## config.mk

```make
export PLATFORM = sky130hd
export DESIGN_NAME = http_chunked_body_decoder_core_flat
export DESIGN_NICKNAME = d
export VERILOG_FILES = /design/src/sv/hcbd_pkg.sv /design/src/sv/hcbd_if.sv /design/src/sv/http_chunked_body_decoder_core.sv /design/src/flat_wrapper.sv
export SDC_FILE = /design/constraint.sdc
export NUM_CORES = 1
export LEC_CHECK = 0
export BUFFER_PORTS_ARGS = -buffer_cell sky130_fd_sc_hd__buf_2
export CORE_ASPECT_RATIO = 0.5
export CORE_MARGIN = 3
export CORE_UTILIZATION = 45
export DETAILED_ROUTE_END_ITERATION = 12
export PLACE_DENSITY = 0.73
export SLEW_MARGIN = 10
export SYNTH_ARGS = -nofsm -noshare
export SYNTH_HDL_FRONTEND = slang
export SYNTH_SLANG_ARGS = --single-unit
export TNS_END_PERCENT = 10
```

## constraint.sdc

```tcl
create_clock -name i_clk -period 4.6 [get_ports i_clk]
set_input_delay 0.23 -clock i_clk [delete_from_list [all_inputs] [get_ports i_clk]]
set_output_delay 0.23 -clock i_clk [all_outputs]
set_load 0.05 [all_outputs]
```

## src/sv/hcbd_pkg.sv

```systemverilog
// hcbd_pkg: shared types, constants and helpers for the chunked body decoder
// no dependencies; imported by the config interface, the core and the bench

package hcbd_pkg;

    localparam int SIZE_BITS = 32;
    localparam int CMP_W     = ((SIZE_BITS > 32) ? SIZE_BITS : 32) + 1;
    localparam int CFG_IDX_W = 8;
    localparam int CFG_DAT_W = 32;

    localparam logic [7:0] CHAR_CR = 8'h0D;
    localparam logic [7:0] CHAR_LF = 8'h0A;

    localparam logic [CFG_IDX_W-1:0] REG_MAX_BODY_SIZE = CFG_IDX_W'(0);
    localparam logic [CFG_IDX_W-1:0] REG_LIMIT_ENABLE  = CFG_IDX_W'(1);

    typedef logic [SIZE_BITS-1:0] t_size;
    typedef logic [SIZE_BITS:0]   t_size_sum;
    typedef logic [CMP_W-1:0]     t_cmp;

    typedef enum logic [2:0] {
        PH_SIZE     = 3'd0,
        PH_SIZE_LF  = 3'd1,
        PH_DATA     = 3'd2,
        PH_TRAIL_CR = 3'd3,
        PH_TRAIL_LF = 3'd4,
        PH_DONE     = 3'd5,
        PH_ERROR    = 3'd6
    } t_phase;

    typedef enum logic [1:0] {
        ERR_NONE  = 2'd0,
        ERR_LINE  = 2'd1,
        ERR_LIMIT = 2'd2,
        ERR_CRLF  = 2'd3
    } t_err;

    typedef struct packed {
        logic       ok;
        logic [3:0] val;
    } t_hex;

    function automatic t_hex hex_decode(input logic [7:0] c);
        t_hex h;
        h.ok  = 1'b1;
        h.val = 4'd0;
        if (c inside {[8'h30:8'h39]}) begin
            h.val = 4'(c - 8'h30);
        end else if (c inside {[8'h61:8'h66]}) begin
            h.val = 4'(c - 8'h57);
        end else if (c inside {[8'h41:8'h46]}) begin
            h.val = 4'(c - 8'h37);
        end else begin
            h.ok = 1'b0;
        end
        return h;
    endfunction

endpackage

```

## src/sv/hcbd_if.sv

```systemverilog
// hcbd_if: valid/ready channel interfaces for input bytes, decoded results and config
// depends on hcbd_pkg for the config port widths

interface hcbd_in_if;
    logic       valid;
    logic       ready;
    logic       mode;
    logic [7:0] byte_in;
    modport source (output valid, output mode, output byte_in, input ready);
    modport sink   (input valid, input mode, input byte_in, output ready);
endinterface

interface hcbd_out_if;
    logic       valid;
    logic       ready;
    logic       body_valid;
    logic [7:0] body_byte;
    logic       done_res;
    logic       failed;
    logic [1:0] error_kind;
    modport source (output valid, output body_valid, output body_byte, output done_res,
                    output failed, output error_kind, input ready);
    modport sink   (input valid, input body_valid, input body_byte, input done_res,
                    input failed, input error_kind, output ready);
endinterface

interface hcbd_cfg_if;
    import hcbd_pkg::*;
    logic                 valid;
    logic                 ready;
    logic [CFG_IDX_W-1:0] index;
    logic [CFG_DAT_W-1:0] data;
    modport source (output valid, output index, output data, input ready);
    modport sink   (input valid, input index, input data, output ready);
endinterface

```

## src/sv/http_chunked_body_decoder_core.sv

```systemverilog
// http_chunked_body_decoder_core: byte-serial HTTP/1.1 chunked body decoder
// depends on hcbd_pkg and the channel interfaces in hcbd_if.sv
//
//   channel  dir  word                                      accepted when
//   i_in     in   mode, byte_in                              valid && ready
//   o_out    out  body_valid, body_byte, done_res,
//                 failed, error_kind                         valid && ready
//   i_cfg    in   index, data (0 max_body_size, 1 limit_en)  valid && ready (ready always 1)
//
// one byte per clock unless the result stalls: the decode is one pass of logic from the
// parser state and the incoming byte into a single result register.
// the input is taken whenever the result register is empty or being drained.
// synchronous active-low reset clears the parser state, config and output valid.
// a stalled result holds the input back; nothing else stalls.

module http_chunked_body_decoder_core (
    input  logic       i_clk,
    input  logic       i_rst_n,
    hcbd_in_if.sink    i_in,
    hcbd_out_if.source o_out,
    hcbd_cfg_if.sink   i_cfg
);
    import hcbd_pkg::*;

    // config
    logic [31:0] r_max_body;
    logic        r_limit_en;

    // parser state
    t_phase     r_phase,      n_phase;
    t_size      r_size_accum, n_size_accum;
    logic [3:0] r_digit_cnt,  n_digit_cnt;
    t_size      r_bytes_left, n_bytes_left;
    logic       r_last_chunk, n_last_chunk;
    t_size      r_body_total, n_body_total;
    t_err       r_err,        n_err;

    // result register
    logic       r_out_valid;
    logic       r_body_valid, n_body_valid;
    logic [7:0] r_body_byte,  n_body_byte;

    logic      in_acc;
    t_hex      hex;
    t_size_sum sum;
    logic      over_limit;

    assign i_in.ready  = !r_out_valid || o_out.ready;
    assign in_acc      = i_in.valid && i_in.ready;
    assign i_cfg.ready = 1'b1;

    assign hex = hex_decode(i_in.byte_in);
    assign sum = t_size_sum'(r_body_total) + t_size_sum'(r_size_accum);
    // total plus new chunk above the limit, compared wide so nothing wraps
    assign over_limit = (t_cmp'(sum) > t_cmp'(r_max_body));

    always_comb begin
        n_phase      = r_phase;
        n_size_accum = r_size_accum;
        n_digit_cnt  = r_digit_cnt;
        n_bytes_left = r_bytes_left;
        n_last_chunk = r_last_chunk;
        n_body_total = r_body_total;
        n_err        = r_err;
        n_body_valid = 1'b0;
        n_body_byte  = 8'd0;
        if (i_in.mode) begin
            n_phase      = PH_SIZE;
            n_size_accum = '0;
            n_digit_cnt  = 4'd0;
            n_bytes_left = '0;
            n_last_chunk = 1'b0;
            n_body_total = '0;
            n_err        = ERR_NONE;
        end else begin
            case (r_phase)
                PH_SIZE: begin
                    if (i_in.byte_in == CHAR_CR) begin
                        if (r_digit_cnt == 4'd0) begin
                            n_phase = PH_ERROR;
                            n_err   = ERR_LINE;
                        end else begin
                            n_phase = PH_SIZE_LF;
                        end
                    end else if (!hex.ok || (r_size_accum[SIZE_BITS-1 -: 4] != 4'd0)) begin
                        n_phase = PH_ERROR;
                        n_err   = ERR_LINE;
                    end else begin
                        n_size_accum = {r_size_accum[SIZE_BITS-5:0], hex.val};
                        if (r_digit_cnt != 4'hF) begin
                            n_digit_cnt = r_digit_cnt + 4'd1;
                        end
                    end
                end
                PH_SIZE_LF: begin
                    if (i_in.byte_in != CHAR_LF) begin
                        n_phase = PH_ERROR;
                        n_err   = ERR_LINE;
                    end else if ((r_size_accum != '0) && r_limit_en && over_limit) begin
                        n_phase = PH_ERROR;
                        n_err   = ERR_LIMIT;
                    end else begin
                        // saturate the running total on carry out
                        n_body_total = sum[SIZE_BITS] ? '1 : sum[SIZE_BITS-1:0];
                        n_bytes_left = r_size_accum;
                        n_size_accum = '0;
                        n_digit_cnt  = 4'd0;
                        if (r_size_accum == '0) begin
                            n_last_chunk = 1'b1;
                            n_phase      = PH_TRAIL_CR;
                        end else begin
                            n_last_chunk = 1'b0;
                            n_phase      = PH_DATA;
                        end
                    end
                end
                PH_DATA: begin
                    n_body_valid = 1'b1;
                    n_body_byte  = i_in.byte_in;
                    n_bytes_left = r_bytes_left - t_size'(1);
                    if (r_bytes_left == t_size'(1)) begin
                        n_phase = PH_TRAIL_CR;
                    end
                end
                PH_TRAIL_CR: begin
                    if (i_in.byte_in == CHAR_CR) begin
                        n_phase = PH_TRAIL_LF;
                    end else begin
                        n_phase = PH_ERROR;
                        n_err   = ERR_CRLF;
                    end
                end
                PH_TRAIL_LF: begin
                    if (i_in.byte_in != CHAR_LF) begin
                        n_phase = PH_ERROR;
                        n_err   = ERR_CRLF;
                    end else if (r_last_chunk) begin
                        n_phase = PH_DONE;
                    end else begin
                        n_phase = PH_SIZE;
                    end
                end
                PH_DONE, PH_ERROR: begin
                end
                default: begin
                    n_phase = PH_ERROR;
                    n_err   = ERR_LINE;
                end
            endcase
        end
    end

    always_ff @(posedge i_clk) begin
        if (!i_rst_n) begin
            r_max_body   <= 32'd0;
            r_limit_en   <= 1'b0;
            r_phase      <= PH_SIZE;
            r_size_accum <= '0;
            r_digit_cnt  <= 4'd0;
            r_bytes_left <= '0;
            r_last_chunk <= 1'b0;
            r_body_total <= '0;
            r_err        <= ERR_NONE;
            r_out_valid  <= 1'b0;
        end else begin
            if (i_cfg.valid) begin
                if (i_cfg.index == REG_MAX_BODY_SIZE) begin
                    r_max_body <= i_cfg.data;
                end else if (i_cfg.index == REG_LIMIT_ENABLE) begin
                    r_limit_en <= i_cfg.data[0];
                end
            end
            if (in_acc) begin
                r_phase      <= n_phase;
                r_size_accum <= n_size_accum;
                r_digit_cnt  <= n_digit_cnt;
                r_bytes_left <= n_bytes_left;
                r_last_chunk <= n_last_chunk;
                r_body_total <= n_body_total;
                r_err        <= n_err;
                r_out_valid  <= 1'b1;
            end else if (o_out.ready) begin
                r_out_valid  <= 1'b0;
            end
        end
    end

    always_ff @(posedge i_clk) begin
        if (in_acc) begin
            r_body_valid <= n_body_valid;
            r_body_byte  <= n_body_byte;
        end
    end

    assign o_out.valid      = r_out_valid;
    assign o_out.body_valid = r_body_valid;
    assign o_out.body_byte  = r_body_byte;
    assign o_out.done_res   = (r_phase == PH_DONE);
    assign o_out.failed     = (r_phase == PH_ERROR);
    assign o_out.error_kind = r_err;

    // a data phase always has bytes still to come
    a_data_left: assert property (@(posedge i_clk) disable iff (!i_rst_n)
        (r_phase == PH_DATA) |-> (r_bytes_left != '0))
        else $error("data phase with no bytes left");

    // the error code is set exactly when the decoder sits in its error state
    a_err_match: assert property (@(posedge i_clk) disable iff (!i_rst_n)
        o_out.valid |-> (o_out.failed == (o_out.error_kind != ERR_NONE)))
        else $error("failed flag and error kind disagree");

    // a passed-through byte never comes with done or failed
    a_body_clean: assert property (@(posedge i_clk) disable iff (!i_rst_n)
        (o_out.valid && o_out.body_valid) |-> (!o_out.done_res && !o_out.failed))
        else $error("body byte alongside done or failed");

endmodule

```

## src/flat_wrapper.sv

```systemverilog
// flat-port wrapper written by rule: the top's interface ports become plain ports
module http_chunked_body_decoder_core_flat import hcbd_pkg::*;
  (i_clk, i_rst_n, i_in_valid, i_in_mode, i_in_byte_in, i_in_ready, o_out_valid, o_out_body_valid, o_out_body_byte, o_out_done_res, o_out_failed, o_out_error_kind, o_out_ready, i_cfg_valid, i_cfg_index, i_cfg_data, i_cfg_ready);
  hcbd_in_if i_in_i ();
  hcbd_out_if o_out_i ();
  hcbd_cfg_if i_cfg_i ();
  input  logic i_clk;
  input  logic i_rst_n;
  input wire logic [$bits(i_in_i.valid)-1:0] i_in_valid;
  input wire logic [$bits(i_in_i.mode)-1:0] i_in_mode;
  input wire logic [$bits(i_in_i.byte_in)-1:0] i_in_byte_in;
  output wire logic [$bits(i_in_i.ready)-1:0] i_in_ready;
  output wire logic [$bits(o_out_i.valid)-1:0] o_out_valid;
  output wire logic [$bits(o_out_i.body_valid)-1:0] o_out_body_valid;
  output wire logic [$bits(o_out_i.body_byte)-1:0] o_out_body_byte;
  output wire logic [$bits(o_out_i.done_res)-1:0] o_out_done_res;
  output wire logic [$bits(o_out_i.failed)-1:0] o_out_failed;
  output wire logic [$bits(o_out_i.error_kind)-1:0] o_out_error_kind;
  input wire logic [$bits(o_out_i.ready)-1:0] o_out_ready;
  input wire logic [$bits(i_cfg_i.valid)-1:0] i_cfg_valid;
  input wire logic [$bits(i_cfg_i.index)-1:0] i_cfg_index;
  input wire logic [$bits(i_cfg_i.data)-1:0] i_cfg_data;
  output wire logic [$bits(i_cfg_i.ready)-1:0] i_cfg_ready;
  assign i_in_i.valid = i_in_valid;
  assign i_in_i.mode = i_in_mode;
  assign i_in_i.byte_in = i_in_byte_in;
  assign i_in_ready = i_in_i.ready;
  assign o_out_valid = o_out_i.valid;
  assign o_out_body_valid = o_out_i.body_valid;
  assign o_out_body_byte = o_out_i.body_byte;
  assign o_out_done_res = o_out_i.done_res;
  assign o_out_failed = o_out_i.failed;
  assign o_out_error_kind = o_out_i.error_kind;
  assign o_out_i.ready = o_out_ready;
  assign i_cfg_i.valid = i_cfg_valid;
  assign i_cfg_i.index = i_cfg_index;
  assign i_cfg_i.data = i_cfg_data;
  assign i_cfg_ready = i_cfg_i.ready;
  http_chunked_body_decoder_core u_core (.i_clk(i_clk), .i_rst_n(i_rst_n), .i_in(i_in_i), .o_out(o_out_i), .i_cfg(i_cfg_i));
endmodule
```

Word-level counts from Yosys, hierarchy flattened
Index checks and enable logic that the tools add are counted.
- register bits: 149
- output and inout port bits: 16
- add/sub/neg operators: 6
- order comparisons: 7
- equal/unequal tests: 26
- muxes and demuxes: 57
- bitwise logic cells: 2
- reduce and logical (&&, ||, !) cells: 31
- operators by type and width (operator ; count):
    32-bit 2-to-1 mux ; 13
    32-bit one-hot mux with 2 select lines ; 2
    4-bit 2-to-1 mux ; 9
    32-bit by 32-bit adder with 33-bit output ; 1
    33-bit by 32-bit > comparator with 1-bit output ; 1
    32-bit by 1-bit == test with 1-bit output (second input constant) ; 1
    32-bit logical NOT ; 1
    32-bit nonzero test ; 1
    32-bit by 1-bit subtractor with 32-bit output (second input constant) ; 1
    3-bit 2-to-1 mux ; 9
    2-bit 2-to-1 mux ; 9
    3-bit one-hot mux with 6 select lines ; 1
    8-bit by 7-bit greater-or-equal comparator with 1-bit output (second input constant) ; 2
    8-bit by 7-bit less-or-equal comparator with 1-bit output (second input constant) ; 2
    3-bit inequality test (second input constant) ; 5
    7-bit AND reduction ; 2
    1-bit 2-to-1 mux ; 12
    4-bit AND reduction ; 3
    2-bit one-hot mux with 5 select lines ; 1
    3-bit == test (second input constant) ; 3
    3-bit by 2-bit inequality test with 1-bit output (second input constant) ; 3
    8-bit by 1-bit == test with 1-bit output (second input constant) ; 1
    8-bit by 4-bit == test with 1-bit output (second input constant) ; 1
    8-bit by 6-bit greater-or-equal comparator with 1-bit output (second input constant) ; 1
    other kinds (27) ; 44

Longest topological paths before layout
- depth after elaboration: 11
- mapped depth: 21

Least setup slack after synthesis
OpenSTA, ideal clock, no wires.
- path type: reg2reg
- start: register u_core.r_size_accum[0]
- end: register u_core.r_bytes_left[25]
- library setup time: 0.134 ns
- arrival time: 4.693 ns
- slack: -0.227 ns
- stages on the path, launching flop included: 19
- buffers on the path: 1
- cells stage by stage: dfxtp_1 ha_1 fa_1 a211oi_1 o211ai_1 a41o_1 o211ai_1 a21oi_1 or4_1 and2_1 ha_1 a21o_1 a2111oi_0 o2111a_1 o211a_1 o211ai_1 clkbuf_1 o311ai_0 o31ai_1
- cells in the longest elaborated chain, start to end: 5
- ends and longest elaborated chain (item ; RTL line ; text):
    start, declared ; http_chunked_body_decoder_core.sv:31 ; t_size r_size_accum, n_size_accum;
    start signal, assigned ; http_chunked_body_decoder_core.sv:175 ; r_size_accum <= n_size_accum;
    32-bit by 32-bit adder with 33-bit output / 32-bit nonzero test (equally long branches) ; http_chunked_body_decoder_core.sv:53, http_chunked_body_decoder_core.sv:99 ;
    33-bit by 32-bit > comparator with 1-bit output / 1-bit logical AND (equally long branches) ; http_chunked_body_decoder_core.sv:55, http_chunked_body_decoder_core.sv:99 ;
    1-bit logical AND (*) ; http_chunked_body_decoder_core.sv:99 ; end else if ((r_size_accum != '0) && r_limit_en && over_limit) begin
    3-bit inequality test (no source line) (*) ; -- ;
    4-bit AND reduction (no source line) (*) ; -- ;
    end signal, assigned ; http_chunked_body_decoder_core.sv:177 ; r_bytes_left <= n_bytes_left;
    end, declared ; http_chunked_body_decoder_core.sv:33 ; t_size r_bytes_left, n_bytes_left;
Every way passes the cells marked *; elsewhere a longest branch is shown, timed or not.
A chain may end at the register's enable or synchronous reset.

Worst setup path after layout
- start: register u_core.r_size_accum[1]
- end: register u_core.r_body_total[13]
- cells in the longest elaborated chain, start to end: 6
- ends and longest elaborated chain (item ; RTL line ; text):
    parallel branches: the longest is 6 deep, another holds 32-bit by 32-bit adder with 33-bit output ; -- ;
    end signal, assigned ; http_chunked_body_decoder_core.sv:179 ; r_body_total <= n_body_total;
    end, declared ; http_chunked_body_decoder_core.sv:35 ; t_size r_body_total, n_body_total;
Parallel ways; which one is timed is not known. The select of a mux whose other input is x is not followed.

==> impl_metrics.tcl <==
set metrics [dict create \
    run_status "finished with violations" \
    failed_checks "setup timing" \
    hold_violations 0 \
    crit_family "compound AO/OA/AOI/OAI gates" \
    core-area_um2 21110 \
    setup.worst_path.end_class "register" \
    synth_largest_type_area_fraction_pct 28.17 \
    hold_fix_buffer_count_after_cts 0 \
    timing.critical_path.cells "buf_4 -> fa_2 -> a211oi_2 -> o211ai_1 -> a41o_1 -> o211ai_1 -> a21oi_1 -> or4_4 -> and2_4 -> ha_4 -> nand3_2 -> nor4_4 -> buf_4 -> buf_6 -> nand3_2 -> nand2_2 -> o211a_4 -> buf_6 -> a21o_4 -> buf_8 -> buf_12 -> buf_12 -> o211ai_1 -> a21oi_1" \
    slew_viol_final 0 \
    tritoncts.num_buffers 17 \
    synth.top_cells.by_area "dfxtp_1 (28%), ha_1 (9.1%), nand2_1 (7.7%)" \
    max-vdd-ir-drop_mv 0.2443 \
    setup_slack_ps -334.4 \
    min_path_type "primary input to register" \
    multi_input_comb_area_um2 6638 \
    synth_cell_type_count 79 \
    clock_tree.buffer_depth 2 \
    clk_latency_ps 440 \
    hold-worst-slack_ps 24.45 \
    synth_async_sr_flop_share_pct 0 \
    p_per_area_nw_per_um2 246.4 \
    avgViaCountPerCell 6.064 \
    clock_edge_transition_at_the_registers_on_the_reported_setup_and_hold_paths_ps 60 \
    die_extent_in_y_um 111.2 \
    yosysTopAreaCell "dfxtp_1" \
    first_global_vias 9921 \
    critical_path.endpoint "u_core.r_body_total[13]" \
    groute.usage.overall_pct 25.53 \
    clkSinkCount 149 \
    floorplan.rows 37 \
    worstSetupStartpoint "u_core.r_size_accum[1]" \
    cp.required_ps 4960 \
    syn-cell-area_um2 9951 \
    nets 1563 \
    ctsHtreeMaxLevel 4 \
    worstReg2RegStart "u_core.r_size_accum[1]" \
    synth_edf_count 9 \
    cts.root.buffer_cell "clkbuf_16" \
    critical_path_peak_fanout 5 \
    cp.depth 24 \
    area.growth.synth_to_final_pct 25.11 \
    hpwl_um 22000 \
    ff2ff_path_depth 24 \
    gp_congestion 0.9378 \
    pin_count_of_the_biggest_net_entering_global_routing 76 \
    post-route-period-util_pct 107.3 \
    post_place_instance_area_um2 11310 \
    firstDrtPassIters 6 \
    final.setup.tns_ps -23180 \
    final_cell_area_um2 12450 \
    synth-seq-area-share_pct 30.88 \
    dominantRegCellSynth "dfxtp_1" \
    worst-slew-pin-transition_ps 1073 \
    setup.worst_path.start_class "register" \
    overflow 0 \
    rr_endpoint "u_core.r_body_total[13]" \
    leakage_nw 5.167 \
    layout_min_cycle_time_ps 4934 \
    synth_cells 1297 \
    achievable-frequency_mhz 202.7 \
    antenna_found_initial 0 \
    final_util_pct 58.97 \
    initial_utilization_pct 47.14 \
    dr.first_iter.drc_count 1291 \
    seqCellArea_um2 3077 \
    n_fill_cell 1832 \
    post_route_cells_drive_above_1_share_pct 21.60 \
    chip_width_um 216.3 \
    synth_fp_nets 1424 \
    cp_common_cell "o211ai_1" \
    crit_path_max_incr_delay_ps 510 \
    critical_path.n_buffers_inverters 7 \
    numPortBuffers 68 \
    num_antenna_cells 0 \
    grt_first_pass_wirelength_um 50230 \
    detail_route.wirelength_um 31340 \
    ys.warnings.count 0 \
    place_worst_setup_slack_ps -465.8 \
    synth_register_bits 149 \
    clock_skew_ps 10.28 \
    cts_tree "yes" \
    die_area_um2 24040 \
    max_cap_violations 0 \
    worst-endpoint-arrival_ps 5300 \
    crit_path_top_delay_cell "or4_4" \
    wire_per_inst_um 18.00 \
    drtAntennaViolNets 0 \
    timing_worst_setup_path_type "register to register" \
    setup_viol_count_final 104 \
    drc_errors 0 \
    reg2reg_setup_slack_ps -330 \
    grt_setup_unrepaired "true" \
    syn_area_per_cell_um2 7.672 \
    max_slew_margin_pct 28.38 \
    num_io_pins 70 \
    dr_total_vias 10560 \
]
cells by family (layout without fill, tap and decap cells):
| family | Yosys count | count (layout) | share of synthesized area (%) |
|---|---|---|---|
| and+or+nand+nor | 485 | 485 | 23.22 |
| muxes | 41 | 41 | 4.162 |
| xor gates and xnor gates | 35 | 35 | 3.081 |
| other | 1 | 1 | 0.03769 |
| DFF | 149 | 149 | 30.88 |
| adders and majority gates | 73 | 73 | 9.254 |
| AOI/OAI and AO/OA | 369 | 369 | 23.63 |
| buffers and inverters | 144 | 296 | 5.734 |
layout make-up:
cell class / instances / share of cell area [%]
clock inverters: 13 / 0.9749
repair buffers: 202 / 12.71
multi-input cells: 1004 / 53.32
inverters: 62 / 1.869
well taps: 292 / 2.935
flip-flops and latches: 149 / 24.71
clock buffers: 19 / 3.477
tightest hold or removal path, stage by stage:
cell and delay (ps):
buf_2 100, nand2_1 40, a21oi_1 50
power by group:
group / switching, mW / internal [mW]
Sequential: 0.0118 / 1.31
Combinational: 0.242 / 0.138
Clock: 0.609 / 0.753
Total: 0.863 / 2.20
through the flow:
step                      power, mW  cells
after floorplan               1.586   1297
after global placement        1.687   1693
after detailed placement      1.693   1693
after CTS                     3.059   1738
after global routing          3.160   1741
final                         3.068   1741
state kept, by name, summed over array words and instances, names as in the netlist:
name / cells
u_core.r_last_chunk: 1
u_core.o_out.valid: 1
u_core.r_body_total: 32
u_core.r_phase: 3
u_core.r_max_body: 32
u_core.o_out.error_kind: 2
u_core.r_digit_cnt: 4
u_core.o_out.body_byte: 8
u_core.r_bytes_left: 32
u_core.r_size_accum: 32
u_core.o_out.body_valid: 1
u_core.r_limit_en: 1
routing by layer:
layer	share of wire, %	global-route usage [%]
met1	45	35.37
met2	44	39.66
met3	8.4	4.765
met4	2.7	9.305
met5	0	0
synth_stat cells (4+ instances only):
master and instances:
o211a_1 5, a221oi_1 6, a22oi_1 7, and2_1 11, a31oi_1 8, and3_1 6
dfxtp_1 140, nor2_1 80, a311oi_1 4, xor2_1 10, a21o_1 17, o21bai_1 9
o311ai_0 14, o31ai_1 9, o21ai_0 53, a21oi_1 145, xnor2_1 25, nor2b_1 5
nor4b_1 4, nand2_1 204, mux2i_1 38, nand3_1 69, edfxtp_1 9, or3_1 8
clkbuf_1 64, inv_1 59, a21boi_0 5, nor3_1 25, o211ai_1 35, a211oi_1 21
nor4_1 18, buf_4 4, buf_2 12, ha_1 72, nand4_1 12, nand2b_1 10
or4_1 4
how the worst min path moves through the flow:
| stage | start | slack, ps | to | depth (start not counted) |
|---|---|---|---|---|
| final | i_cfg_data[22] | 20 | u_core.r_max_body[22] | 3 |
| after global routing | i_cfg_data[23] | 30 | u_core.r_max_body[23] | 3 |
| after CTS | i_cfg_data[22] | 20 | u_core.r_max_body[22] | 3 |
| after detailed placement | u_core.r_max_body[9] | 450 | u_core.r_max_body[9] | 2 |
| after global placement | u_core.r_body_total[10] | 440 | u_core.r_body_total[10] | 2 |
| after floorplan | i_in_valid | 360 | u_core.o_out.valid | 2 |
placed cells by master (no fill, tap or decap), drive strengths merged, types with 6 or more instances in the layout:
master	netlist	layout
nand2	205	205
buf	18	201
a21oi	145	145
dfxtp	140	140
nor2	80	80
ha	72	72
nand3	69	69
inv	59	67
o21ai	56	56
mux2i	38	38
o211ai	35	35
nor3	27	27
xnor2	25	25
a211oi	22	22
nor4	20	20
clkbuf	64	19
a21o	17	17
o311ai	14	14
nand4	12	12
and2	12	12
nand2b	11	11
or3	11	11
xor2	10	10
o21bai	9	9
edfxtp	9	9
o31ai	9	9
a31oi	8	8
a22oi	7	7
and3	7	7
a221oi	6	6
or4	6	6
timing repair:
action	4_1_cts	5_1_grt
setup buffers	9	3
gates resized for setup	90	24
endpoints found under the setup margin	104	104
pin swaps	40	8
gates cloned	4	0
(Power assumes the default switching activity.)
